File: config.mk
export PLATFORM = sky130hd
export DESIGN_NAME = mouse_keys_accelerator_unit_flat
export DESIGN_NICKNAME = d
export VERILOG_FILES = /design/src/design/mka_pkg.sv /design/src/design/mka_in_if.sv /design/src/design/mka_out_if.sv /design/src/design/mka_unit.sv /design/src/design/mka_ctrl.sv /design/src/design/mka_datapath.sv /design/src/design/mouse_keys_accelerator_unit.sv /design/src/flat_wrapper.sv
export SDC_FILE = /design/constraint.sdc
export NUM_CORES = 1
export LEC_CHECK = 0
export BUFFER_PORTS_ARGS = -buffer_cell sky130_fd_sc_hd__buf_4
export CAP_MARGIN = 20
export CORE_MARGIN = 3
export CORE_UTILIZATION = 42
export DETAILED_ROUTE_END_ITERATION = 8
export GPL_TIMING_DRIVEN = 0
export PLACE_DENSITY_LB_ADDON = 0.3
export SYNTH_ARGS = -nofsm -noshare
export SYNTH_HDL_FRONTEND = slang
export SYNTH_HIERARCHICAL = 1
export SYNTH_SLANG_ARGS = --single-unit
File: constraint.sdc
create_clock -name clk -period 13.08 [get_ports clk]
set_clock_uncertainty 0.15 [all_clocks]
set_input_delay 2.616 -clock clk [delete_from_list [all_inputs] [get_ports clk]]
set_output_delay 2.616 -clock clk [all_outputs]
set_load 0.01 [all_outputs]
File: src/design/mka_pkg.sv
// ----------------------------------------------------------------------------
// mka_pkg: shared types and constants of the mouse keys accelerator
// Operation and key codes, register indexes and reset values, and the
// command and status bundles between the controller and the datapath.
// ----------------------------------------------------------------------------
package mka_pkg;

	localparam int CFG_COUNT = 8;
	localparam int CFG_IDX_W = 3;

	// operation codes of an input item
	localparam logic [2:0] FUNC_PRESS   = 3'd0;
	localparam logic [2:0] FUNC_RELEASE = 3'd1;
	localparam logic [2:0] FUNC_TICK    = 3'd2;
	localparam logic [2:0] FUNC_SEND    = 3'd3;
	localparam logic [2:0] FUNC_CLEAR   = 3'd4;

	// key codes
	localparam logic [4:0] KEY_UP       = 5'd0;
	localparam logic [4:0] KEY_DOWN     = 5'd1;
	localparam logic [4:0] KEY_LEFT     = 5'd2;
	localparam logic [4:0] KEY_RIGHT    = 5'd3;
	localparam logic [4:0] KEY_WH_UP    = 5'd4;
	localparam logic [4:0] KEY_WH_DOWN  = 5'd5;
	localparam logic [4:0] KEY_WH_LEFT  = 5'd6;
	localparam logic [4:0] KEY_WH_RIGHT = 5'd7;
	localparam logic [4:0] KEY_ACCEL0   = 5'd16;
	localparam logic [4:0] KEY_ACCEL1   = 5'd17;
	localparam logic [4:0] KEY_ACCEL2   = 5'd18;

	// register indexes
	localparam logic [2:0] REG_CUR_DELAY = 3'd0;
	localparam logic [2:0] REG_CUR_INTV  = 3'd1;
	localparam logic [2:0] REG_CUR_MAX   = 3'd2;
	localparam logic [2:0] REG_CUR_RAMP  = 3'd3;
	localparam logic [2:0] REG_WHL_DELAY = 3'd4;
	localparam logic [2:0] REG_WHL_INTV  = 3'd5;
	localparam logic [2:0] REG_WHL_MAX   = 3'd6;
	localparam logic [2:0] REG_WHL_RAMP  = 3'd7;

	localparam logic [7:0] CFG_RESET [CFG_COUNT] = '{
		8'd1, 8'd16, 8'd7, 8'd60, 8'd1, 8'd80, 8'd8, 8'd40
	};

	// diagonal scale 181/256 with rounding
	localparam logic [14:0] DIAG_MUL   = 15'd181;
	localparam logic [14:0] DIAG_ROUND = 15'd128;

	// delay registers count in units of ten milliseconds
	localparam logic [15:0] DELAY_UNIT = 16'd10;

	localparam logic [7:0] REPEAT_MAX = 8'hFF;

	typedef struct packed {
		logic load_item;
		logic unit_start;
		logic unit_wheel;
		logic apply_press;
		logic apply_event;
		logic inc_cur;
		logic inc_whl;
		logic set_cur;
		logic set_whl;
		logic finish;
	} mka_cmd_t;

	typedef struct packed {
		logic [2:0] func;
		logic       key_dir;
		logic       key_wheel;
		logic       cur_due;
		logic       whl_due;
		logic       unit_done;
		logic       out_free;
	} mka_status_t;

endpackage

File: src/design/mka_in_if.sv
// ----------------------------------------------------------------------------
// mka_in_if: input item channel
// Valid/ready channel that carries one key event, tick, send or clear.
// ----------------------------------------------------------------------------
interface mka_in_if;
	logic        valid;
	logic        ready;
	logic [2:0]  func;
	logic [4:0]  key;
	logic [15:0] now_ms;

	modport source (output valid, func, key, now_ms, input ready);
	modport sink (input valid, func, key, now_ms, output ready);
endinterface

File: src/design/mka_out_if.sv
// ----------------------------------------------------------------------------
// mka_out_if: result channel
// Valid/ready channel that carries one mouse report result.
// ----------------------------------------------------------------------------
interface mka_out_if;
	logic              valid;
	logic              ready;
	logic              report_sent;
	logic [7:0]        buttons;
	logic signed [7:0] move_x;
	logic signed [7:0] move_y;
	logic signed [7:0] wheel_v;
	logic signed [7:0] wheel_h;

	modport source (output valid, report_sent, buttons, move_x, move_y, wheel_v, wheel_h,
		input ready);
	modport sink (input valid, report_sent, buttons, move_x, move_y, wheel_v, wheel_h,
		output ready);
endinterface

File: src/design/mka_unit.sv
// ----------------------------------------------------------------------------
// mka_unit: step size calculator
// Multiplies base by max speed, scales by accel keys or ramps by repeat count
// through a serial restoring divider, then clamps the step to 1..limit.
// ----------------------------------------------------------------------------
module mka_unit
	import mka_pkg::*;
(
	input  logic       clk,
	input  logic       arst_n,
	input  logic       start,
	input  logic [6:0] base,
	input  logic [7:0] speed_mul,
	input  logic [7:0] ramp,
	input  logic [7:0] reps,
	input  logic [2:0] accel,
	input  logic [6:0] limit,
	output logic       done,
	output logic [6:0] unit
);

	localparam int PROD_W = 15;
	localparam int NUM_W  = 23;
	localparam logic [4:0] DIV_LAST = 5'(NUM_W - 1);

	typedef enum logic [2:0] {U_IDLE, U_MUL, U_SEL, U_DIV, U_CLAMP} ustate_t;

	ustate_t            state_q;
	logic               done_q;
	logic [6:0]         base_q;
	logic [7:0]         maxsp_q;
	logic [7:0]         ramp_q;
	logic [7:0]         reps_q;
	logic [2:0]         accel_q;
	logic [6:0]         limit_q;
	logic [PROD_W-1:0]  prod_q;
	logic [NUM_W-1:0]   num_q;
	logic [7:0]         rem_q;
	logic [4:0]         cnt_q;
	logic [PROD_W-1:0]  val_q;
	logic [6:0]         unit_q;

	logic [8:0] trial;
	logic       fits;
	logic [8:0] diff;

	// one restoring divide step
	always_comb begin
		trial = {rem_q, num_q[NUM_W-1]};
		fits  = trial >= {1'b0, ramp_q};
		diff  = trial - {1'b0, ramp_q};
	end

	// sequence multiply, select, divide and clamp
	always_ff @(posedge clk or negedge arst_n) begin
		if (!arst_n) begin
			state_q <= U_IDLE;
			done_q  <= 1'b0;
		end else begin
			done_q <= 1'b0;
			unique case (state_q)
				U_IDLE: begin
					if (start) begin
						base_q  <= base;
						maxsp_q <= speed_mul;
						ramp_q  <= ramp;
						reps_q  <= reps;
						accel_q <= accel;
						limit_q <= limit;
						state_q <= U_MUL;
					end
				end
				U_MUL: begin
					prod_q  <= PROD_W'(base_q) * PROD_W'(maxsp_q);
					state_q <= U_SEL;
				end
				U_SEL: begin
					state_q <= U_CLAMP;
					priority if (accel_q[0]) begin
						val_q <= prod_q >> 2;
					end else if (accel_q[1]) begin
						val_q <= prod_q >> 1;
					end else if (accel_q[2]) begin
						val_q <= prod_q;
					end else if (reps_q == 8'd0) begin
						val_q <= PROD_W'(base_q);
					end else if (reps_q >= ramp_q) begin
						val_q <= prod_q;
					end else begin
						num_q   <= NUM_W'(prod_q) * NUM_W'(reps_q);
						rem_q   <= 8'd0;
						cnt_q   <= DIV_LAST;
						state_q <= U_DIV;
					end
				end
				U_DIV: begin
					rem_q <= fits ? diff[7:0] : trial[7:0];
					num_q <= {num_q[NUM_W-2:0], fits};
					cnt_q <= cnt_q - 5'd1;
					if (cnt_q == 5'd0) begin
						val_q   <= {num_q[PROD_W-2:0], fits};
						state_q <= U_CLAMP;
					end
				end
				U_CLAMP: begin
					priority if (val_q > PROD_W'(limit_q)) begin
						unit_q <= limit_q;
					end else if (val_q == '0) begin
						unit_q <= 7'd1;
					end else begin
						unit_q <= val_q[6:0];
					end
					done_q  <= 1'b1;
					state_q <= U_IDLE;
				end
				default: state_q <= U_IDLE;
			endcase
		end
	end

	assign done = done_q;
	assign unit = unit_q;

	// a finished step is never zero
	a_unit_nonzero: assert property (@(posedge clk) disable iff (!arst_n)
		done_q |-> unit_q != 7'd0)
		else $error("step size is zero");

	// a division runs only on a nonzero divisor
	a_div_ramp: assert property (@(posedge clk) disable iff (!arst_n)
		state_q == U_DIV |-> ramp_q != 8'd0)
		else $error("divide by zero ramp");

	// done follows the clamp state only
	a_done_clamp: assert property (@(posedge clk) disable iff (!arst_n)
		done_q |-> $past(state_q) == U_CLAMP)
		else $error("done without clamp");

endmodule

File: src/design/mka_ctrl.sv
// ----------------------------------------------------------------------------
// mka_ctrl: controller of the mouse keys accelerator
// Steps each accepted item through dispatch, step size requests, the
// cursor and wheel repeat checks and the result transfer.
// ----------------------------------------------------------------------------
module mka_ctrl
	import mka_pkg::*;
(
	input  logic        clk,
	input  logic        arst_n,
	input  logic        in_valid,
	output logic        in_ready,
	input  mka_status_t status,
	output mka_cmd_t    cmd
);

	typedef enum logic [3:0] {
		S_IDLE, S_DISPATCH, S_PRESS_WAIT, S_TICK_CUR, S_CUR_START, S_CUR_WAIT,
		S_TICK_WHL, S_WHL_START, S_WHL_WAIT, S_FINISH
	} state_t;

	state_t state_q;

	// advance the state
	always_ff @(posedge clk or negedge arst_n) begin
		if (!arst_n) begin
			state_q <= S_IDLE;
		end else begin
			unique case (state_q)
				S_IDLE: if (in_valid) state_q <= S_DISPATCH;
				S_DISPATCH: begin
					if (status.func == FUNC_PRESS && status.key_dir) begin
						state_q <= S_PRESS_WAIT;
					end else if (status.func == FUNC_TICK) begin
						state_q <= S_TICK_CUR;
					end else begin
						state_q <= S_FINISH;
					end
				end
				S_PRESS_WAIT: if (status.unit_done) state_q <= S_FINISH;
				S_TICK_CUR: state_q <= status.cur_due ? S_CUR_START : S_TICK_WHL;
				S_CUR_START: state_q <= S_CUR_WAIT;
				S_CUR_WAIT: if (status.unit_done) state_q <= S_TICK_WHL;
				S_TICK_WHL: state_q <= status.whl_due ? S_WHL_START : S_FINISH;
				S_WHL_START: state_q <= S_WHL_WAIT;
				S_WHL_WAIT: if (status.unit_done) state_q <= S_FINISH;
				S_FINISH: if (status.out_free) state_q <= S_IDLE;
				default: state_q <= S_IDLE;
			endcase
		end
	end

	// decode commands
	always_comb begin
		cmd      = '0;
		in_ready = state_q == S_IDLE;
		unique case (state_q)
			S_IDLE: cmd.load_item = in_valid;
			S_DISPATCH: begin
				if (status.func == FUNC_PRESS && status.key_dir) begin
					cmd.unit_start = 1'b1;
					cmd.unit_wheel = status.key_wheel;
				end else if (status.func != FUNC_TICK) begin
					cmd.apply_event = 1'b1;
				end
			end
			S_PRESS_WAIT: cmd.apply_press = status.unit_done;
			S_TICK_CUR: cmd.inc_cur = status.cur_due;
			S_CUR_START: cmd.unit_start = 1'b1;
			S_CUR_WAIT: cmd.set_cur = status.unit_done;
			S_TICK_WHL: cmd.inc_whl = status.whl_due;
			S_WHL_START: begin
				cmd.unit_start = 1'b1;
				cmd.unit_wheel = 1'b1;
			end
			S_WHL_WAIT: cmd.set_whl = status.unit_done;
			S_FINISH: cmd.finish = status.out_free;
			default: cmd = '0;
		endcase
	end

endmodule

File: src/design/mka_datapath.sv
// ----------------------------------------------------------------------------
// mka_datapath: state and arithmetic of the mouse keys accelerator
// Holds the registers, held keys, repeat counters and send times, runs the
// step size unit and builds the result register.
// ----------------------------------------------------------------------------
module mka_datapath
	import mka_pkg::*;
#(
	parameter int MOVE_DELTA   = 8,
	parameter int MOVE_LIMIT   = 127,
	parameter int WHEEL_STEP   = 1,
	parameter int WHEEL_LIMIT  = 127,
	parameter int BUTTON_COUNT = 8
) (
	input  logic                 clk,
	input  logic                 arst_n,
	input  logic                 cfg_we,
	input  logic [CFG_IDX_W-1:0] cfg_idx,
	input  logic [7:0]           cfg_wdata,
	input  logic [2:0]           func,
	input  logic [4:0]           key,
	input  logic [15:0]          now_ms,
	input  mka_cmd_t             cmd,
	output mka_status_t          status,
	input  logic                 out_ready,
	output logic                 out_valid,
	output logic                 report_sent,
	output logic [7:0]           buttons,
	output logic signed [7:0]    move_x,
	output logic signed [7:0]    move_y,
	output logic signed [7:0]    wheel_v,
	output logic signed [7:0]    wheel_h
);

	logic [7:0]        cfg_q [CFG_COUNT];
	logic [2:0]        func_q;
	logic [4:0]        key_q;
	logic [15:0]       now_q;
	logic [7:0]        btn_q;
	logic signed [7:0] hx_q, hy_q, hv_q, hh_q;
	logic [2:0]        accel_q;
	logic [7:0]        crep_q, wrep_q;
	logic [15:0]       lct_q, lwt_q;
	logic signed [7:0] rx_q, ry_q, rv_q, rh_q;
	logic              out_valid_q;
	logic              sent_q;
	logic [7:0]        obtn_q;
	logic signed [7:0] ox_q, oy_q, ov_q, oh_q;

	logic       u_done;
	logic [6:0] u_val;

	function automatic logic signed [7:0] signed_mag(input logic [6:0] m, input logic neg);
		logic signed [7:0] p;
		p = $signed({1'b0, m});
		return neg ? -p : p;
	endfunction

	// step size unit, shared by cursor and wheel
	mka_unit u_unit (
		.clk       (clk),
		.arst_n    (arst_n),
		.start     (cmd.unit_start),
		.base      (cmd.unit_wheel ? 7'(WHEEL_STEP) : 7'(MOVE_DELTA)),
		.speed_mul (cmd.unit_wheel ? cfg_q[REG_WHL_MAX] : cfg_q[REG_CUR_MAX]),
		.ramp      (cmd.unit_wheel ? cfg_q[REG_WHL_RAMP] : cfg_q[REG_CUR_RAMP]),
		.reps      (cmd.unit_wheel ? wrep_q : crep_q),
		.accel     (accel_q),
		.limit     (cmd.unit_wheel ? 7'(WHEEL_LIMIT) : 7'(MOVE_LIMIT)),
		.done      (u_done),
		.unit      (u_val)
	);

	// key decode
	logic       is_btn, is_accel;
	logic [2:0] accel_bit;
	logic [7:0] btn_bit;
	always_comb begin
		is_btn    = key_q[4:3] == 2'b01 && {1'b0, key_q[2:0]} < 4'(BUTTON_COUNT);
		is_accel  = key_q == KEY_ACCEL0 || key_q == KEY_ACCEL1 || key_q == KEY_ACCEL2;
		accel_bit = 3'b001 << key_q[1:0];
		btn_bit   = 8'b1 << key_q[2:0];
	end

	// repeat checks
	logic [15:0] cur_wait, whl_wait, cur_el, whl_el;
	logic        cur_held, whl_held;
	always_comb begin
		cur_held = hx_q != 8'sd0 || hy_q != 8'sd0;
		whl_held = hv_q != 8'sd0 || hh_q != 8'sd0;
		cur_wait = crep_q != 8'd0 ? {8'd0, cfg_q[REG_CUR_INTV]}
			: 16'(16'(cfg_q[REG_CUR_DELAY]) * DELAY_UNIT);
		whl_wait = wrep_q != 8'd0 ? {8'd0, cfg_q[REG_WHL_INTV]}
			: 16'(16'(cfg_q[REG_WHL_DELAY]) * DELAY_UNIT);
		cur_el   = now_q - lct_q;
		whl_el   = now_q - lwt_q;
	end

	// diagonal scaling of the finished step
	logic [14:0] diag_prod;
	logic [6:0]  diag_mag;
	always_comb begin
		diag_prod = 15'(u_val) * DIAG_MUL + DIAG_ROUND;
		diag_mag  = diag_prod[14:8];
	end

	// event update of held keys
	logic signed [7:0] ex, ey, ev, eh;
	logic [7:0]        ebtn;
	logic [2:0]        eacc;
	always_comb begin
		ex   = hx_q;
		ey   = hy_q;
		ev   = hv_q;
		eh   = hh_q;
		ebtn = btn_q;
		eacc = accel_q;
		if (func_q == FUNC_PRESS) begin
			if (is_accel) eacc = accel_q | accel_bit;
			else if (is_btn) ebtn = btn_q | btn_bit;
		end else if (func_q == FUNC_RELEASE) begin
			unique case (key_q)
				KEY_UP:       if (hy_q < 0) ey = 8'sd0;
				KEY_DOWN:     if (hy_q > 0) ey = 8'sd0;
				KEY_LEFT:     if (hx_q < 0) ex = 8'sd0;
				KEY_RIGHT:    if (hx_q > 0) ex = 8'sd0;
				KEY_WH_UP:    if (hv_q > 0) ev = 8'sd0;
				KEY_WH_DOWN:  if (hv_q < 0) ev = 8'sd0;
				KEY_WH_LEFT:  if (hh_q < 0) eh = 8'sd0;
				KEY_WH_RIGHT: if (hh_q > 0) eh = 8'sd0;
				default: begin
					if (is_accel) eacc = accel_q & ~accel_bit;
					else if (is_btn) ebtn = btn_q & ~btn_bit;
				end
			endcase
		end else if (func_q == FUNC_CLEAR) begin
			ex   = 8'sd0;
			ey   = 8'sd0;
			ev   = 8'sd0;
			eh   = 8'sd0;
			ebtn = 8'd0;
			eacc = 3'd0;
		end
	end

	// report selection at the end of an item
	logic              f_sent;
	logic signed [7:0] fx, fy, fv, fh;
	always_comb begin
		if (func_q == FUNC_SEND) begin
			fx = hx_q;
			fy = hy_q;
			fv = hv_q;
			fh = hh_q;
		end else begin
			fx = rx_q;
			fy = ry_q;
			fv = rv_q;
			fh = rh_q;
		end
		f_sent = func_q == FUNC_SEND || (func_q == FUNC_TICK &&
			(rx_q != 8'sd0 || ry_q != 8'sd0 || rv_q != 8'sd0 || rh_q != 8'sd0));
	end

	// configuration registers
	always_ff @(posedge clk or negedge arst_n) begin
		if (!arst_n) begin
			for (int i = 0; i < CFG_COUNT; i++) cfg_q[i] <= CFG_RESET[i];
		end else if (cfg_we) begin
			cfg_q[cfg_idx] <= cfg_wdata;
		end
	end

	// item capture and tick results
	always_ff @(posedge clk) begin
		if (cmd.load_item) begin
			func_q <= func;
			key_q  <= key;
			now_q  <= now_ms;
			rx_q   <= 8'sd0;
			ry_q   <= 8'sd0;
			rv_q   <= 8'sd0;
			rh_q   <= 8'sd0;
		end
		if (cmd.set_cur) begin
			if (hx_q != 8'sd0)
				rx_q <= signed_mag(hy_q != 8'sd0 ? diag_mag : u_val, hx_q < 0);
			if (hy_q != 8'sd0)
				ry_q <= signed_mag(hx_q != 8'sd0 ? diag_mag : u_val, hy_q < 0);
		end
		if (cmd.set_whl) begin
			if (hv_q != 8'sd0)
				rv_q <= signed_mag(hh_q != 8'sd0 ? diag_mag : u_val, hv_q < 0);
			if (hh_q != 8'sd0)
				rh_q <= signed_mag(hv_q != 8'sd0 ? diag_mag : u_val, hh_q < 0);
		end
	end

	// held keys, repeat counters and send times
	always_ff @(posedge clk or negedge arst_n) begin
		if (!arst_n) begin
			btn_q   <= 8'd0;
			hx_q    <= 8'sd0;
			hy_q    <= 8'sd0;
			hv_q    <= 8'sd0;
			hh_q    <= 8'sd0;
			accel_q <= 3'd0;
			crep_q  <= 8'd0;
			wrep_q  <= 8'd0;
			lct_q   <= 16'd0;
			lwt_q   <= 16'd0;
		end else begin
			if (cmd.apply_event) begin
				btn_q   <= ebtn;
				hx_q    <= ex;
				hy_q    <= ey;
				hv_q    <= ev;
				hh_q    <= eh;
				accel_q <= eacc;
				if (func_q == FUNC_CLEAR ||
					(func_q == FUNC_RELEASE && ex == 8'sd0 && ey == 8'sd0))
					crep_q <= 8'd0;
				if (func_q == FUNC_CLEAR ||
					(func_q == FUNC_RELEASE && ev == 8'sd0 && eh == 8'sd0))
					wrep_q <= 8'd0;
			end
			if (cmd.apply_press) begin
				unique case (key_q[2:0])
					KEY_UP[2:0]:       hy_q <= signed_mag(u_val, 1'b1);
					KEY_DOWN[2:0]:     hy_q <= signed_mag(u_val, 1'b0);
					KEY_LEFT[2:0]:     hx_q <= signed_mag(u_val, 1'b1);
					KEY_RIGHT[2:0]:    hx_q <= signed_mag(u_val, 1'b0);
					KEY_WH_UP[2:0]:    hv_q <= signed_mag(u_val, 1'b0);
					KEY_WH_DOWN[2:0]:  hv_q <= signed_mag(u_val, 1'b1);
					KEY_WH_LEFT[2:0]:  hh_q <= signed_mag(u_val, 1'b1);
					KEY_WH_RIGHT[2:0]: hh_q <= signed_mag(u_val, 1'b0);
					default: hx_q <= hx_q;
				endcase
			end
			if (cmd.inc_cur && crep_q != REPEAT_MAX) crep_q <= crep_q + 8'd1;
			if (cmd.inc_whl && wrep_q != REPEAT_MAX) wrep_q <= wrep_q + 8'd1;
			if (cmd.finish && f_sent) begin
				if (fx != 8'sd0 || fy != 8'sd0) lct_q <= now_q;
				if (fv != 8'sd0 || fh != 8'sd0) lwt_q <= now_q;
			end
		end
	end

	// result register: hold until transfer
	always_ff @(posedge clk or negedge arst_n) begin
		if (!arst_n) begin
			out_valid_q <= 1'b0;
		end else if (cmd.finish) begin
			out_valid_q <= 1'b1;
		end else if (out_ready) begin
			out_valid_q <= 1'b0;
		end
	end

	always_ff @(posedge clk) begin
		if (cmd.finish) begin
			sent_q <= f_sent;
			obtn_q <= f_sent ? btn_q : 8'd0;
			ox_q   <= f_sent ? fx : 8'sd0;
			oy_q   <= f_sent ? fy : 8'sd0;
			ov_q   <= f_sent ? fv : 8'sd0;
			oh_q   <= f_sent ? fh : 8'sd0;
		end
	end

	always_comb begin
		status.func      = func_q;
		status.key_dir   = key_q[4:3] == 2'b00;
		status.key_wheel = key_q[2];
		status.cur_due   = cur_held && cur_el > cur_wait;
		status.whl_due   = whl_held && whl_el > whl_wait;
		status.unit_done = u_done;
		status.out_free  = !out_valid_q || out_ready;
	end

	assign out_valid   = out_valid_q;
	assign report_sent = sent_q;
	assign buttons     = obtn_q;
	assign move_x      = ox_q;
	assign move_y      = oy_q;
	assign wheel_v     = ov_q;
	assign wheel_h     = oh_q;

	// a new result never overwrites one not yet taken
	a_no_overwrite: assert property (@(posedge clk) disable iff (!arst_n)
		cmd.finish |-> !out_valid_q || out_ready)
		else $error("result overwritten");

	// held directions stay within the symmetric range
	a_held_range: assert property (@(posedge clk) disable iff (!arst_n)
		hx_q != -8'sd128 && hy_q != -8'sd128 && hv_q != -8'sd128 && hh_q != -8'sd128)
		else $error("held direction out of range");

	// a result without a report carries no motion
	a_quiet_result: assert property (@(posedge clk) disable iff (!arst_n)
		out_valid_q && !sent_q |-> ox_q == 8'sd0 && oy_q == 8'sd0 && obtn_q == 8'd0)
		else $error("motion in an unsent result");

endmodule

File: src/design/mouse_keys_accelerator_unit.sv
// ----------------------------------------------------------------------------
// mouse_keys_accelerator_unit: mouse keys accelerator top level
// Turns key events, millisecond ticks, send and clear requests into mouse
// reports with linear speed ramping and diagonal scaling.
//
//   channel   kind          fields
//   in_ch     valid/ready   func, key, now_ms
//   out_ch    valid/ready   report_sent, buttons, move_x, move_y, wheel_v, wheel_h
//   cfg       write only    cfg_we, cfg_idx, cfg_wdata
//
// One item at a time. Release, clear and send go through dispatch and finish; a press
// of a direction also waits for the step size from the shared step unit and its
// 23-step serial divider (a tick stepping both cursor and wheel runs it twice).
// Reset is asynchronous and restores the register defaults. The next item is
// taken while a result waits; a stalled result holds the controller at its end.
// ----------------------------------------------------------------------------
module mouse_keys_accelerator_unit
	import mka_pkg::*;
#(
	parameter int MOVE_DELTA   = 8,
	parameter int MOVE_LIMIT   = 127,
	parameter int WHEEL_STEP   = 1,
	parameter int WHEEL_LIMIT  = 127,
	parameter int BUTTON_COUNT = 8
) (
	input  logic                 clk,
	input  logic                 arst_n,
	mka_in_if.sink               in_ch,
	mka_out_if.source            out_ch,
	input  logic                 cfg_we,
	input  logic [CFG_IDX_W-1:0] cfg_idx,
	input  logic [7:0]           cfg_wdata
);

	mka_cmd_t    cmd;
	mka_status_t status;

	// controller
	mka_ctrl u_ctrl (
		.clk      (clk),
		.arst_n   (arst_n),
		.in_valid (in_ch.valid),
		.in_ready (in_ch.ready),
		.status   (status),
		.cmd      (cmd)
	);

	// datapath
	mka_datapath #(
		.MOVE_DELTA   (MOVE_DELTA),
		.MOVE_LIMIT   (MOVE_LIMIT),
		.WHEEL_STEP   (WHEEL_STEP),
		.WHEEL_LIMIT  (WHEEL_LIMIT),
		.BUTTON_COUNT (BUTTON_COUNT)
	) u_datapath (
		.clk         (clk),
		.arst_n      (arst_n),
		.cfg_we      (cfg_we),
		.cfg_idx     (cfg_idx),
		.cfg_wdata   (cfg_wdata),
		.func        (in_ch.func),
		.key         (in_ch.key),
		.now_ms      (in_ch.now_ms),
		.cmd         (cmd),
		.status      (status),
		.out_ready   (out_ch.ready),
		.out_valid   (out_ch.valid),
		.report_sent (out_ch.report_sent),
		.buttons     (out_ch.buttons),
		.move_x      (out_ch.move_x),
		.move_y      (out_ch.move_y),
		.wheel_v     (out_ch.wheel_v),
		.wheel_h     (out_ch.wheel_h)
	);

endmodule
File: src/flat_wrapper.sv
// flat-port wrapper written by rule: the top's interface ports become plain ports
module mouse_keys_accelerator_unit_flat import mka_pkg::*;
#(
	parameter int MOVE_DELTA   = 8,
	parameter int MOVE_LIMIT   = 127,
	parameter int WHEEL_STEP   = 1,
	parameter int WHEEL_LIMIT  = 127,
	parameter int BUTTON_COUNT = 8
)
  (clk, arst_n, cfg_we, cfg_idx, cfg_wdata, in_ch_valid, in_ch_func, in_ch_key, in_ch_now_ms, in_ch_ready, out_ch_valid, out_ch_report_sent, out_ch_buttons, out_ch_move_x, out_ch_move_y, out_ch_wheel_v, out_ch_wheel_h, out_ch_ready);
  mka_in_if in_ch_i ();
  mka_out_if out_ch_i ();
  input  logic clk;
  input  logic arst_n;
  input  logic cfg_we;
  input  logic [CFG_IDX_W-1:0] cfg_idx;
  input  logic [7:0] cfg_wdata;
  input wire logic [$bits(in_ch_i.valid)-1:0] in_ch_valid;
  input wire logic [$bits(in_ch_i.func)-1:0] in_ch_func;
  input wire logic [$bits(in_ch_i.key)-1:0] in_ch_key;
  input wire logic [$bits(in_ch_i.now_ms)-1:0] in_ch_now_ms;
  output wire logic [$bits(in_ch_i.ready)-1:0] in_ch_ready;
  output wire logic [$bits(out_ch_i.valid)-1:0] out_ch_valid;
  output wire logic [$bits(out_ch_i.report_sent)-1:0] out_ch_report_sent;
  output wire logic [$bits(out_ch_i.buttons)-1:0] out_ch_buttons;
  output wire logic [$bits(out_ch_i.move_x)-1:0] out_ch_move_x;
  output wire logic [$bits(out_ch_i.move_y)-1:0] out_ch_move_y;
  output wire logic [$bits(out_ch_i.wheel_v)-1:0] out_ch_wheel_v;
  output wire logic [$bits(out_ch_i.wheel_h)-1:0] out_ch_wheel_h;
  input wire logic [$bits(out_ch_i.ready)-1:0] out_ch_ready;
  assign in_ch_i.valid = in_ch_valid;
  assign in_ch_i.func = in_ch_func;
  assign in_ch_i.key = in_ch_key;
  assign in_ch_i.now_ms = in_ch_now_ms;
  assign in_ch_ready = in_ch_i.ready;
  assign out_ch_valid = out_ch_i.valid;
  assign out_ch_report_sent = out_ch_i.report_sent;
  assign out_ch_buttons = out_ch_i.buttons;
  assign out_ch_move_x = out_ch_i.move_x;
  assign out_ch_move_y = out_ch_i.move_y;
  assign out_ch_wheel_v = out_ch_i.wheel_v;
  assign out_ch_wheel_h = out_ch_i.wheel_h;
  assign out_ch_i.ready = out_ch_ready;
  mouse_keys_accelerator_unit #(.MOVE_DELTA(MOVE_DELTA), .MOVE_LIMIT(MOVE_LIMIT), .WHEEL_STEP(WHEEL_STEP), .WHEEL_LIMIT(WHEEL_LIMIT), .BUTTON_COUNT(BUTTON_COUNT)) u_core (.clk(clk), .arst_n(arst_n), .in_ch(in_ch_i), .out_ch(out_ch_i), .cfg_we(cfg_we), .cfg_idx(cfg_idx), .cfg_wdata(cfg_wdata));
endmodule
Word level (Yosys, flattened, before mapping)
Index checks and enable logic that the tools add are counted.
{ "word_totals": {"regBits": 368, "latch_bits": 0, "mem_bits_rw": 0, "mem_bits_ro": 0, "in_bits": 40, "output_inout_bits": 43, "word_cells": 371, "n_memories": 0} }
{ "classes": {"n_addsub": 12, "multipliers": 5, "n_div": 0, "n_lt_le_gt_ge": 15, "n_eq_ne": 57, "n_shift": 2, "n_mux": 149, "bitwise": 7, "n_reduce_logical": 77} }
{ "op_table": {"columns": ["op", "n"], "rows": [
  ["$mux 8", 72],
  ["$pmux 8 s2", 9],
  ["$mux 23", 5],
  ["$reduce_bool 8->1", 14],
  ["$mux 15", 6],
  ["$bwmux 64", 1],
  ["$pmux 23 s2", 1],
  ["$logic_not 8->1", 5],
  ["$neg 7->8", 5],
  ["$mux 3", 13],
  ["$pmux 4 s9", 1],
  ["$mux 7", 5],
  ["$gt 16x12->1", 2],
  ["$gt 8x1->1 const B", 4],
  ["$lt 8x1->1 const B", 4],
  ["$mux 4", 8],
  ["$sub 16x16->16", 2],
  ["$pmux 15 s2", 1],
  ["$ne 2x2->1 const B", 14],
  ["$mux 5", 5],
  ["$demux 8 s3", 1],
  ["$mux 12", 2],
  ["$mul 15x8->23", 1],
  ["$mul 8x3->11 const B", 2],
  ["other kinds (58)", 141]
]} }

Longest topological paths before layout
Gate-level depths: netlist of the first run.
{ "depth": {"ltp_word": 12, "ltp_mapped": 28} }

Cells and area by module
The synthesis of the first run kept the hierarchy.
{ "by_module_without_submodules": {"columns": ["mod", "instances", "cells_each", "area_per_inst_um2", "seq_area_each_um2"], "rows": [
  ["mka_datapath", 1, 1596, 15582.4, 6515.0],
  ["mka_unit", 1, 1087, 11030.6, 3523.4],
  ["mka_ctrl", 1, 65, 488.0, 100.1]
]} }

Worst setup path before layout of the first run
OpenSTA, ideal clock, no wires.
{ "synth_timing": {"kind": "in2reg", "from": "input out_ch_ready", "to": "register u_core.u_datapath.lct_q[15]", "t_arrival_ps": 8531, "required_time_ps": 12802, "path_slack_ps": 4271, "cell_stages": 6, "path_buffers": 1, "path_cell_list": "nand2b_1 nor4b_1 nand2_1 a311oi_1 clkbuf_1 mux2_1"} }
{ "synth_lines": {"columns": ["item", "line_no", "rtl"], "rows": [
  ["start: declaration", "flat_wrapper.sv:30", "input wire logic [$bits(out_ch_i.ready)-1:0] out_ch_ready;"],
  ["end signal: assignment", "mka_datapath.sv:243", "if (fx != 8'sd0 || fy != 8'sd0) lct_q <= now_q;"],
  ["end: declaration", "mka_datapath.sv:43", "logic [15:0] lct_q, lwt_q;"]
]} }

==> flow_summary.ini, run 1 <==
[sta]
rsz0062_at_grt = false
final_period_minus_worst_setup_slack_ns = 6.041
tns_ns = 0
worstMarginPinSlew_ns = 0.8542
max-slew-margin-rel_pct = 42.62
clock.fmax_ghz = 0.1655
final_min_period_over_clock_period_pct = 46.19
timing.final.hold_violations = 0
slew_viol_final = 0
setup_slack_of_the_critical_path_after_layout_ns = 7.039
number_of_endpoints_failing_setup_at_the_final_stage = 0

[grt]
grt.total_usage_pct = 19.70
grt.overflow.total = 0
vias_in_the_first_global_route = 21040
grt_pass1_wl_um = 109000
grt_start_max_net_pins = 100
number_of_antenna_violations_at_the_first_check_in_global_routing = 0

[routing]
finalWirelength_um = 65780
avgRoutedWirePerCell_um = 17.40
routed_via_density = 5.491
via_count = 20760
dr.first_iter.drc_count = 1472
drt.antenna.violating_nets = 0
post-route-drc-count = 0
drt-pass1-iter-count = 6

[cells_and_area]
areaGrowthSynthToFinish_pct = 12.51
num_antenna_cells = 0
finished_cell_area_um2 = 30490
drive_above_1_share_pct = 11.31
mostFrequentLayoutCell = sky130_fd_sc_hd__nand2_1
most-common-layout-cells = sky130_fd_sc_hd__nand2_1 (311), sky130_fd_sc_hd__inv_1 (236), sky130_fd_sc_hd__ha_1 (225)
design.final.nets = 3287

[clocking]
clk-insertion-delay-late_ns = 0.57
post_cts.repair.setup_buffers = 0
clock_path_buffers = 3
cts.repair.resized = 0
cts_root_buffer = sky130_fd_sc_hd__clkbuf_16
clk_transition_reported_paths_ns = 0.06
holdBufCountCts = 0
tritoncts.num_buffers = 43
clock_tree_from_tritoncts = built
clock_tree.htree_level_count = 2
clock_sinks = 375

[critical_path]
crit-reg2reg-launch = u_core/u_datapath/now_q[1]
timing.critical_path.from_type = register
r2r_slack_ns = 7.04
crit_path_max_fanout = 9
cp-end-kind = register
reg2regPathDepth = 20
regToRegEndpoint = u_core/u_datapath/crep_q[7]
worst-setup-path-type = register to register
worst_ep_arrival_time_ns = 6.36
cp.required_ns = 13.40

[place]
dpl-instance-area_um2 = 29000
place.gp.congestion = 0.9581
buffer_ports.inserted = 78
dpl_hpwl_um = 51040
dp_slack_ns = 7.144

[flow_run]
max-cap-violations = 0

[worst_hold_path]
min_to = u_core/u_datapath/rh_q[3]
min_delay_path_depth = 2
min_path_type = register to register
hold_path_startpoint = u_core/u_datapath/rh_q[3]

[logic_synthesis]
postSynth.asyncResetShare_pct = 43.73
number_of_enable_flip_flop_cells_after_synthesis = 179
postSynthRegisterBits = 375
synth_sequential_area_ratio_pct = 37.41
yosys.area.top_type = sky130_fd_sc_hd__edfxtp_1
yosys.cell_types.count = 101
synth.cell_area_um2 = 27100
synthesis.instances = 2748
synthesis_warning_total = 6
synth_top_flop_cell = sky130_fd_sc_hd__edfxtp_1
postSynthAreaPerCell_um2 = 9.862
yosys-top-cells-area = sky130_fd_sc_hd__edfxtp_1 (20%), sky130_fd_sc_hd__dfrtp_1 (14%), sky130_fd_sc_hd__ha_1 (10%)
synthDominantCellAreaShare_pct = 19.83

[pwr]
internal_power_mw = 3.548
netSwitchingFraction_pct = 39.99
pwr-share-comb_pct = 51.7
p_clk_share_pct = 21.0
pwr_density_cell_nw_per_um2 = 193.9
total_leakage_power_nw = 13.01
worst_ir_drop_vdd_mv = 0.1461
seqPwrFrac_pct = 27.3
power.switching_mw = 2.364
power_total_mw = 5.911

[floorplan]
placeableCoreArea_um2 = 63430
chipWidth_um = 260.0
num_io_pins = 83
start_util_pct = 42.73
placement_rows = 92
overall_die_area_um2 = 67610
die-height_um = 260.0

[status]
run_status = completed
-- Yosys cell counts (15+ instances only) --
library cell and instances:
sky130_fd_sc_hd__and3_1 17, sky130_fd_sc_hd__dfrtp_1 149, sky130_fd_sc_hd__nand2_1 311, sky130_fd_sc_hd__nand4_1 22, sky130_fd_sc_hd__a21o_1 34, sky130_fd_sc_hd__mux2i_1 40, sky130_fd_sc_hd__nor4_1 26, sky130_fd_sc_hd__nor2b_1 29
sky130_fd_sc_hd__a31oi_1 23, sky130_fd_sc_hd__o21ai_0 146, sky130_fd_sc_hd__xor2_1 35, sky130_fd_sc_hd__nor3_1 31, sky130_fd_sc_hd__a22o_1 21, sky130_fd_sc_hd__nand2b_1 25, sky130_fd_sc_hd__inv_1 236, sky130_fd_sc_hd__xnor2_1 67
sky130_fd_sc_hd__fa_1 121, sky130_fd_sc_hd__and2_1 146, sky130_fd_sc_hd__nor2_1 110, sky130_fd_sc_hd__a21oi_1 144, sky130_fd_sc_hd__ha_1 225, sky130_fd_sc_hd__o21ai_1 70, sky130_fd_sc_hd__clkbuf_1 106, sky130_fd_sc_hd__nand3_1 61
sky130_fd_sc_hd__nand3b_1 18, sky130_fd_sc_hd__edfxtp_1 179, sky130_fd_sc_hd__dfstp_2 15, sky130_fd_sc_hd__mux2_2 94, sky130_fd_sc_hd__dfxtp_1 32
-- power by group through the flow --
| stage | Sequential [mW] | Clock, mW | Combinational [mW] |
|---|---|---|---|
| after floorplan | 1.62 | 0 | 2.30 |
| after global routing | 1.63 | 1.32 | 3.46 |
| after global placement | 1.64 | 0 | 2.91 |
| after CTS | 1.61 | 1.27 | 3.05 |
| final | 1.61 | 1.24 | 3.06 |
| after detailed placement | 1.63 | 0 | 3.03 |
-- final cells by class --
cell class	instances	area [um^2]
tap	846	1059
inverter	238	893.4
timing repair buffer	98	789.5
fill	5760	32940
clock buffer	54	1170
sequential	375	10140
buffer	123	515.5
clock inverter	25	299.0
multi-input combinational	2022	15630
-- registers in the layout, indices dropped and copies added (netlist names), 15 cells and up --
register,count
u_core/u_datapath/u_unit/prod_q,15
u_core/u_datapath/u_unit/num_q,23
u_core/u_datapath/lct_q,16
u_core/u_datapath/cfg_q,64
u_core/u_datapath/now_q,16
u_core/u_datapath/u_unit/val_q,15
u_core/u_datapath/lwt_q,16
-- through the flow --
stage	hold slack (ns)	std cells	utilization (%)
after floorplan	0.2686	2758	-
final	0.3318	3781	48.07
after global routing	0.3478	3781	48.07
after CTS	0.3327	3777	48.04
after detailed placement	0.3216	3698	45.72
after global placement	0.3162	3682	45.38
-- cells by family (layout without fill, tap and decap cells) --
| logic type | Yosys count | in the layout | synth area share [%] |
|---|---|---|---|
| adder cells (fa/ha/maj) | 346 | 346 | 19.33 |
| AO/OA/AOI/OAI | 571 | 571 | 13.15 |
| buffers and inverters | 361 | 538 | 5.199 |
| multiplexers | 138 | 138 | 5.549 |
| flip-flops | 375 | 375 | 37.41 |
| XOR/XNOR | 102 | 102 | 3.296 |
| other | 2 | 12 | 0.02771 |
| AND/OR/NAND/NOR | 853 | 853 | 16.04 |
-- metal layers --
metal | track usage, % | vias up | share of wire (%)
met5 | 0 | - | 0
met2 | 33.37 | 640 | 48
met1 | 26.54 | 10130 | 44
met3 | 2.522 | 106 | 5.9
met4 | 5.388 | 0 | 2.3
li1 | - | 9883 | -
-- worst max path at each step --
stage | from | cells after the start | end | slack [ns]
finish | u_core/u_datapath/now_q[1] | 20 | u_core/u_datapath/crep_q[7] | 7.04
global placement | out_ch_ready | 7 | u_core/u_datapath/lwt_q[0] | 1.71
detailed placement | u_core/u_datapath/now_q[1] | 20 | u_core/u_datapath/crep_q[6] | 7.14
floorplan | out_ch_ready | 6 | u_core/u_datapath/lct_q[15] | 4.27
global route | u_core/u_datapath/now_q[1] | 21 | u_core/u_datapath/crep_q[7] | 6.47
CTS | u_core/u_datapath/now_q[1] | 20 | u_core/u_datapath/crep_q[7] | 7.10
-- critical path: stages (launching register included) --
cell and delay (ns):
sky130_fd_sc_hd__edfxtp_1 0.52, sky130_fd_sc_hd__ha_1 0.34, sky130_fd_sc_hd__nor2b_1 0.14, sky130_fd_sc_hd__o31ai_1 0.33, sky130_fd_sc_hd__a31oi_1 0.20, sky130_fd_sc_hd__o41ai_1 0.50
sky130_fd_sc_hd__nor2b_1 0.09, sky130_fd_sc_hd__nor2_1 0.16, sky130_fd_sc_hd__xnor2_1 0.16, sky130_fd_sc_hd__ha_1 0.27, sky130_fd_sc_hd__a21o_1 0.17, sky130_fd_sc_hd__a21o_1 0.17
sky130_fd_sc_hd__a2111oi_0 0.65, sky130_fd_sc_hd__o221ai_1 0.26, sky130_fd_sc_hd__a2bb2oi_1 0.21, sky130_fd_sc_hd__and4_1 0.23, sky130_fd_sc_hd__clkbuf_1 0.20, sky130_fd_sc_hd__o21ai_0 0.32
sky130_fd_sc_hd__a21boi_1 0.64, sky130_fd_sc_hd__o21ai_1 0.15, sky130_fd_sc_hd__o21ai_1 0.10
(Power assumes the default switching activity.)
==> run 2, diff against run 1 <==
ABC_AREA = 1   (was default)
clock period = 5.9 ns   (was 13.08 ns; I/O delays follow)
==> run 2 against run 1 <==
Count of clock-buffer cells in the layout is 2 lower. Clock power increased by 100%. Via count up 14%. Critical path depth decreased by 1. Synthesized cell count grew 30%. Cell count increased by 22%. Critical path type unchanged. Largest cell class unchanged.
==> flow_summary.ini, run 2 <==
[status]
run_status = completed

[routing]
dr.first_iter.drc_count = 1750
drt.antenna.violating_nets = 0
routed_via_density = 5.115
via_count = 23630
drt-pass1-iter-count = 8
avgRoutedWirePerCell_um = 15.16
finalWirelength_um = 70000
post-route-drc-count = 0

[clocking]
clock_path_buffers = 3
clk_transition_reported_paths_ns = 0.06
post_cts.repair.setup_buffers = 0
cts.repair.resized = 0
clock_tree.htree_level_count = 2
holdBufCountCts = 0
tritoncts.num_buffers = 42
clk-insertion-delay-late_ns = 0.58
clock_tree_from_tritoncts = built
clock_sinks = 375
cts_root_buffer = sky130_fd_sc_hd__clkbuf_16

[pwr]
total_leakage_power_nw = 15.95
worst_ir_drop_vdd_mv = 0.3418
pwr_density_cell_nw_per_um2 = 380.0

[logic_synthesis]
postSynth.asyncResetShare_pct = 43.73
synth.top_cells.by_count = sky130_fd_sc_hd__nand2_1 (938), sky130_fd_sc_hd__inv_1 (605), sky130_fd_sc_hd__nor2_1 (270)
most_common_cell_in_the_synthesized_netlist = sky130_fd_sc_hd__nand2_1
yosys.area.top_type = sky130_fd_sc_hd__edfxtp_1
synth_top_family_by_area = simple AND/OR/NAND/NOR gates
synthesis_warning_total = 6
synthDominantCellAreaShare_pct = 19.05
synth.cell_area_um2 = 28210
postSynthRegisterBits = 375
synth_sequential_area_ratio_pct = 35.94
number_of_enable_flip_flop_cells_after_synthesis = 179
yosys-top-cells-area = sky130_fd_sc_hd__edfxtp_1 (19%), sky130_fd_sc_hd__dfrtp_1 (13%), sky130_fd_sc_hd__nand2_1 (12%)
yosys.cell_types.count = 61
synth_top_flop_cell = sky130_fd_sc_hd__edfxtp_1
synth_compound_area_share_pct = 10.49
synthesis.instances = 3576
post_synth_and_or_nand_nor_area_fraction_pct = 23.00
postSynthAreaPerCell_um2 = 7.889
synth_area_in_adders_pct = 18.57
synth_xor_area_share_pct = 1.832
mux_cell_area_share_after_synthesis_pct = 0.3903

[floorplan]
die-height_um = 265.2
placeableCoreArea_um2 = 66100
overall_die_area_um2 = 70310
placement_rows = 94
chipWidth_um = 265.2
num_io_pins = 83
start_util_pct = 42.68

[sta]
number_of_endpoints_failing_setup_at_the_final_stage = 0
clock.fmax_ghz = 0.1892
max-slew-margin-rel_pct = 50.12
worstMarginPinSlew_ns = 0.7424
holdWs_ns = 0.3026
final_period_minus_worst_setup_slack_ns = 5.284
slew_viol_final = 0
final_min_period_over_clock_period_pct = 89.56
setup_slack_of_the_critical_path_after_layout_ns = 0.6158
rsz0062_at_grt = false
timing.final.hold_violations = 0

[critical_path]
cp_top_family = adder cells
crit_path_max_fanout = 10
reg2regPathDepth = 19
regToRegEndpoint = u_core/u_datapath/u_unit/num_q[22]
cp.required_ns = 6.04
worst_path_max_delay_cell = sky130_fd_sc_hd__fa_1
r2r_slack_ns = 0.62
crit-reg2reg-launch = u_core/u_datapath/u_unit/reps_q[3]
path_buf_inv = 5
cp-end-kind = register
worst-setup-path-type = register to register
critical_path.cell_chain = clkbuf_1, clkbuf_1, nand2_1, fa_1, fa_1, inv_1, fa_1, inv_1, fa_1, inv_1, ha_1, nand2_1, nor2_1, and2_1, nand3_1, nand3_1, nand2_1, nand3_1, nand2_1
worst_ep_arrival_time_ns = 5.42
slowest_delay_ns = 0.56
timing.critical_path.from_type = register

[cells_and_area]
design.final.nets = 4107
reg.largest.list = u_core/u_datapath/cfg_q x64, u_core/u_datapath/u_unit/num_q x23
mostFrequentLayoutCell = sky130_fd_sc_hd__nand2_1
finished_cell_area_um2 = 31440
num_antenna_cells = 0
final_cell_count_no_fill = 4619
most-common-layout-cells = sky130_fd_sc_hd__nand2_1 (938), sky130_fd_sc_hd__inv_1 (605), sky130_fd_sc_hd__nor2_1 (268)
regMostFlops = u_core/u_datapath/cfg_q
drive_above_1_share_pct = 7.563
largest_reg_flops = 64
areaGrowthSynthToFinish_pct = 11.44

[place]
dpl.cell_count = 4541
dpl_hpwl_um = 54980
dpl-instance-area_um2 = 30120
dp_slack_ns = 0.6597
place.gp.congestion = 0.8951
buffer_ports.inserted = 82

[grt]
grt.overflow.total = 0
vias_in_the_first_global_route = 22750
number_of_antenna_violations_at_the_first_check_in_global_routing = 0
globalRouteMet2Util_pct = 32.79
grt_pass1_wl_um = 115500
grt_start_max_net_pins = 94
top_usage_layer = met2
grt.total_usage_pct = 19.92
gr-usage-met3_pct = 2.479
grt_use_met1_pct = 27.91

[worst_hold_path]
min_path_type = register to register
min_delay_path_depth = 2
hold_path_startpoint = u_core/u_datapath/rx_q[5]
min_to = u_core/u_datapath/rx_q[5]

[flow_run]
max-cap-violations = 0
## run 2: cells by family after synthesis
logic type,after synthesis
buffers and inverters,719
other,2
muxes,11
adders and majority gates,346
DFF,375
and+or+nand+nor,1540
xor gates and xnor gates,59
AOI/OAI and AO/OA,524
## run 2: metrics by stage
stage / setup TNS (ns) / power (mW) / util (%)
2_1_floorplan: 0 / 7.919 / -
3_3_place_gp: -56.73 / 9.350 / 45.30
3_5_place_dp: 0 / 9.484 / 45.56
4_1_cts: 0 / 12.03 / 47.56
5_1_grt: 0 / 13.03 / 47.56
6_report: 0 / 11.95 / 47.56
## run 2: final cells by class
class                   count  area [um^2]
repair buffers             91        757.0
clock inverters            26        171.4
multi-input cells        2492        15390
inverters                 624         2342
well taps                 864         1081
fillers                  6561        34660
flip-flops and latches    375        10140
clock buffers              52         1150
plain buffers              95        409.1
## run 2: how the worst max path moves through the flow
stage                                       startpoint                                  to  slack (ns)  cells past startpoint
finish              u_core/u_datapath/u_unit/reps_q[3]  u_core/u_datapath/u_unit/num_q[22]        0.62                     19
global route        u_core/u_datapath/u_unit/reps_q[3]  u_core/u_datapath/u_unit/num_q[22]        0.26                     19
CTS                 u_core/u_datapath/u_unit/reps_q[2]  u_core/u_datapath/u_unit/num_q[22]        0.62                     19
detailed placement  u_core/u_datapath/u_unit/reps_q[2]  u_core/u_datapath/u_unit/num_q[22]        0.66                     19
global placement                                arst_n  u_core/u_datapath/u_unit/num_q[17]       -1.12                      5
floorplan             u_core/u_datapath/u_unit/unit[6]           u_core/u_datapath/rh_q[6]        1.46                     22
## run 2: layer usage
metal	wire length, um	vias to the layer above
li1	-	11800
met1	31990	11060
met2	32400	660
met3	4105	108
met4	1510	0
met5	0	-
## run 2: worst min-delay path, cell delays in order, from the launching register on
cell and delay [ns]:
sky130_fd_sc_hd__dfxtp_1 0.31, sky130_fd_sc_hd__nand2_1 0.06, sky130_fd_sc_hd__nand2_1 0.04
## run 2: report_power, final
group	internal, mW	switching, mW	total [mW]
sequential	3.39	0.320	3.71
clock	1.40	1.10	2.50
combinational	2.07	3.67	5.74
==> run 3, diff against run 2 <==
CORE_UTILIZATION = 50   (was 42)
==> run 3 against run 2 <==
Final area is 0.18% lower. Critical path depth stayed put. Critical endpoint unchanged. Register-to-register slack worse by 0.11 ns. Flip-flop and latch count stayed put. Non-clock buffer count stayed put. Clock power is 6% higher. Count of clock-buffer cells in the layout is 1 higher. Via count is 0.88% higher. Cell count is 2.5% lower. Highest routed layer unchanged.
==> flow_summary.ini, run 3 (same netlist as run 2, synthesis figures left out) <==
[clocking]
holdBufCountCts = 0
clk_transition_reported_paths_ns = 0.06
clk-insertion-delay-late_ns = 0.57
clock_tree_from_tritoncts = built
cts_root_buffer = sky130_fd_sc_hd__clkbuf_16
post_cts.repair.setup_buffers = 0
cts.repair.resized = 0
clock_sinks = 375
clock_tree.htree_level_count = 2
clock_path_buffers = 3
tritoncts.num_buffers = 42

[sta]
timing.final.hold_violations = 0
clock.fmax_ghz = 0.1853
holdWs_ns = 0.3076
slew_viol_final = 0
max-slew-margin-rel_pct = 49.27
worstMarginPinSlew_ns = 0.7581
rsz0062_at_grt = false
number_of_endpoints_failing_setup_at_the_final_stage = 0
final_min_period_over_clock_period_pct = 91.47
final_period_minus_worst_setup_slack_ns = 5.397

[cells_and_area]
most-common-layout-cells = sky130_fd_sc_hd__nand2_1 (938), sky130_fd_sc_hd__inv_1 (605), sky130_fd_sc_hd__nor2_1 (268)
reg.largest.list = u_core/u_datapath/cfg_q x64, u_core/u_datapath/u_unit/num_q x23
mostFrequentLayoutCell = sky130_fd_sc_hd__nand2_1
final_cell_count_no_fill = 4503
areaGrowthSynthToFinish_pct = 11.24
finished_cell_area_um2 = 31380
fillers = 5119
drive_above_1_share_pct = 7.619
regMostFlops = u_core/u_datapath/cfg_q
layout.core_utilization_pct = 56.63
largest_reg_flops = 64
design.final.nets = 4107

[routing]
dr.first_iter.drc_count = 1903
drt-pass1-iter-count = 6
routed_via_density = 5.293
avgRoutedWirePerCell_um = 15.38
post-route-drc-count = 0
finalWirelength_um = 69260
via_count = 23830
drt.antenna.violating_nets = 0

[pwr]
netSwitchingFraction_pct = 42.15
internal_power_mw = 7.022
p_clk_share_pct = 21.9
pwr_density_cell_nw_per_um2 = 386.8
power.switching_mw = 5.116
worst_ir_drop_vdd_mv = 0.3283
seqPwrFrac_pct = 30.6
pwr-share-comb_pct = 47.5
power_total_mw = 12.14
total_leakage_power_nw = 15.98

[floorplan]
start_util_pct = 50.91
die-height_um = 243.5
overall_die_area_um2 = 59300
placement_rows = 86
chipWidth_um = 243.5
num_io_pins = 83
placeableCoreArea_um2 = 55420

[critical_path]
regToRegEndpoint = u_core/u_datapath/u_unit/num_q[22]
slowest_delay_ns = 0.54
worst_path_max_delay_cell = sky130_fd_sc_hd__fa_1
cp.required_ns = 6.01
cp_num_cells = 19
cp_top_family = adder cells
r2r_slack_ns = 0.50
cp-end-kind = register
critical_path.cell_chain = clkbuf_1, clkbuf_1, nand2_1, fa_1, fa_1, inv_1, fa_1, inv_1, fa_1, inv_1, ha_1, nand2_1, nor2_1, and2_1, nand3_1, nand3_1, nand2_1, nand3_1, nand2_1
timing.critical_path.from_type = register
crit_path_max_fanout = 10
reg2regPathDepth = 19
worst_ep_arrival_time_ns = 5.51
path_buf_inv = 5
worst-setup-path-type = register to register
crit-reg2reg-launch = u_core/u_datapath/u_unit/reps_q[3]

[place]
dpl_hpwl_um = 53840
place.gp.congestion = 0.9420
buffer_ports.inserted = 82
dpl.cell_count = 4425
dpl-instance-area_um2 = 29970

[grt]
vias_in_the_first_global_route = 22770
grt.total_usage_pct = 23.31
top_usage_layer = met2
grt.overflow.total = 0
number_of_antenna_violations_at_the_first_check_in_global_routing = 0
grt_use_met1_pct = 32.41
grt_pass1_wl_um = 113900
globalRouteMet2Util_pct = 38.22
gr-usage-met3_pct = 3.346
grt_start_max_net_pins = 120

[worst_hold_path]
min_path_type = register to register
hold_path_startpoint = u_core/u_datapath/ry_q[5]
min_to = u_core/u_datapath/ry_q[5]
min_delay_path_depth = 2

[status]
run_status = completed

[flow_run]
max-cap-violations = 0
==> run 3: metrics by stage <==
step | setup TNS [ns] | setup slack, ns
CTS | 0 | 0.6021
global placement | -44.95 | -0.9385
detailed placement | 0 | 0.6424
finish | 0 | 0.5034
global route | 0 | 0.2264
floorplan | 0 | 1.456
==> run 3: layer usage <==
metal,part of all wire (%),vias to the layer above
met5,0,-
met4,2.5,0
met3,6.3,134
met2,46,686
met1,45,11210
li1,-,11810
==> run 3: area by class of cell <==
cell class / count / area [um^2] / share of cell area (%)
well taps: 748 / 935.9 / 2.982
repair buffers: 91 / 757.0 / 2.412
clock buffers: 53 / 1175 / 3.744
plain buffers: 95 / 409.1 / 1.304
clock inverters: 24 / 231.5 / 0.7376
diodes: 1 / 2.502 / 0.007974
multi-input cells: 2492 / 15390 / 49.04
flip-flops and latches: 375 / 10140 / 32.31
inverters: 624 / 2342 / 7.464
==> run 3: worst register-to-register path: stages, from the launching register on <==
cell and delay (ns):
sky130_fd_sc_hd__edfxtp_1 0.38, sky130_fd_sc_hd__clkbuf_1 0.35, sky130_fd_sc_hd__clkbuf_1 0.53, sky130_fd_sc_hd__nand2_1 0.17
sky130_fd_sc_hd__fa_1 0.52, sky130_fd_sc_hd__fa_1 0.54, sky130_fd_sc_hd__inv_1 0.05, sky130_fd_sc_hd__fa_1 0.48
sky130_fd_sc_hd__inv_1 0.05, sky130_fd_sc_hd__fa_1 0.47, sky130_fd_sc_hd__inv_1 0.04, sky130_fd_sc_hd__ha_1 0.36
sky130_fd_sc_hd__nand2_1 0.12, sky130_fd_sc_hd__nor2_1 0.20, sky130_fd_sc_hd__and2_1 0.18, sky130_fd_sc_hd__nand3_1 0.09
sky130_fd_sc_hd__nand3_1 0.10, sky130_fd_sc_hd__nand2_1 0.05, sky130_fd_sc_hd__nand3_1 0.07, sky130_fd_sc_hd__nand2_1 0.18
==> run 3: worst max path at each step <==
stage,from,endpoint
after detailed placement,u_core/u_datapath/u_unit/reps_q[3],u_core/u_datapath/u_unit/num_q[22]
final,u_core/u_datapath/u_unit/reps_q[3],u_core/u_datapath/u_unit/num_q[22]
after global routing,u_core/u_datapath/u_unit/reps_q[3],u_core/u_datapath/u_unit/num_q[22]
after CTS,u_core/u_datapath/u_unit/reps_q[3],u_core/u_datapath/u_unit/num_q[22]
after global placement,arst_n,u_core/u_datapath/u_unit/num_q[17]
after floorplan,u_core/u_datapath/u_unit/unit[6],u_core/u_datapath/rh_q[6]
==> run 3: power groups by stage <==
stage               Clock (mW)  Sequential [mW]  Combinational, mW
floorplan                    0             3.70               4.22
global placement             0             3.76               5.54
detailed placement           0             3.76               5.70
CTS                       2.72             3.71               5.75
global route              2.82             3.77               6.58
finish                    2.66             3.72               5.76
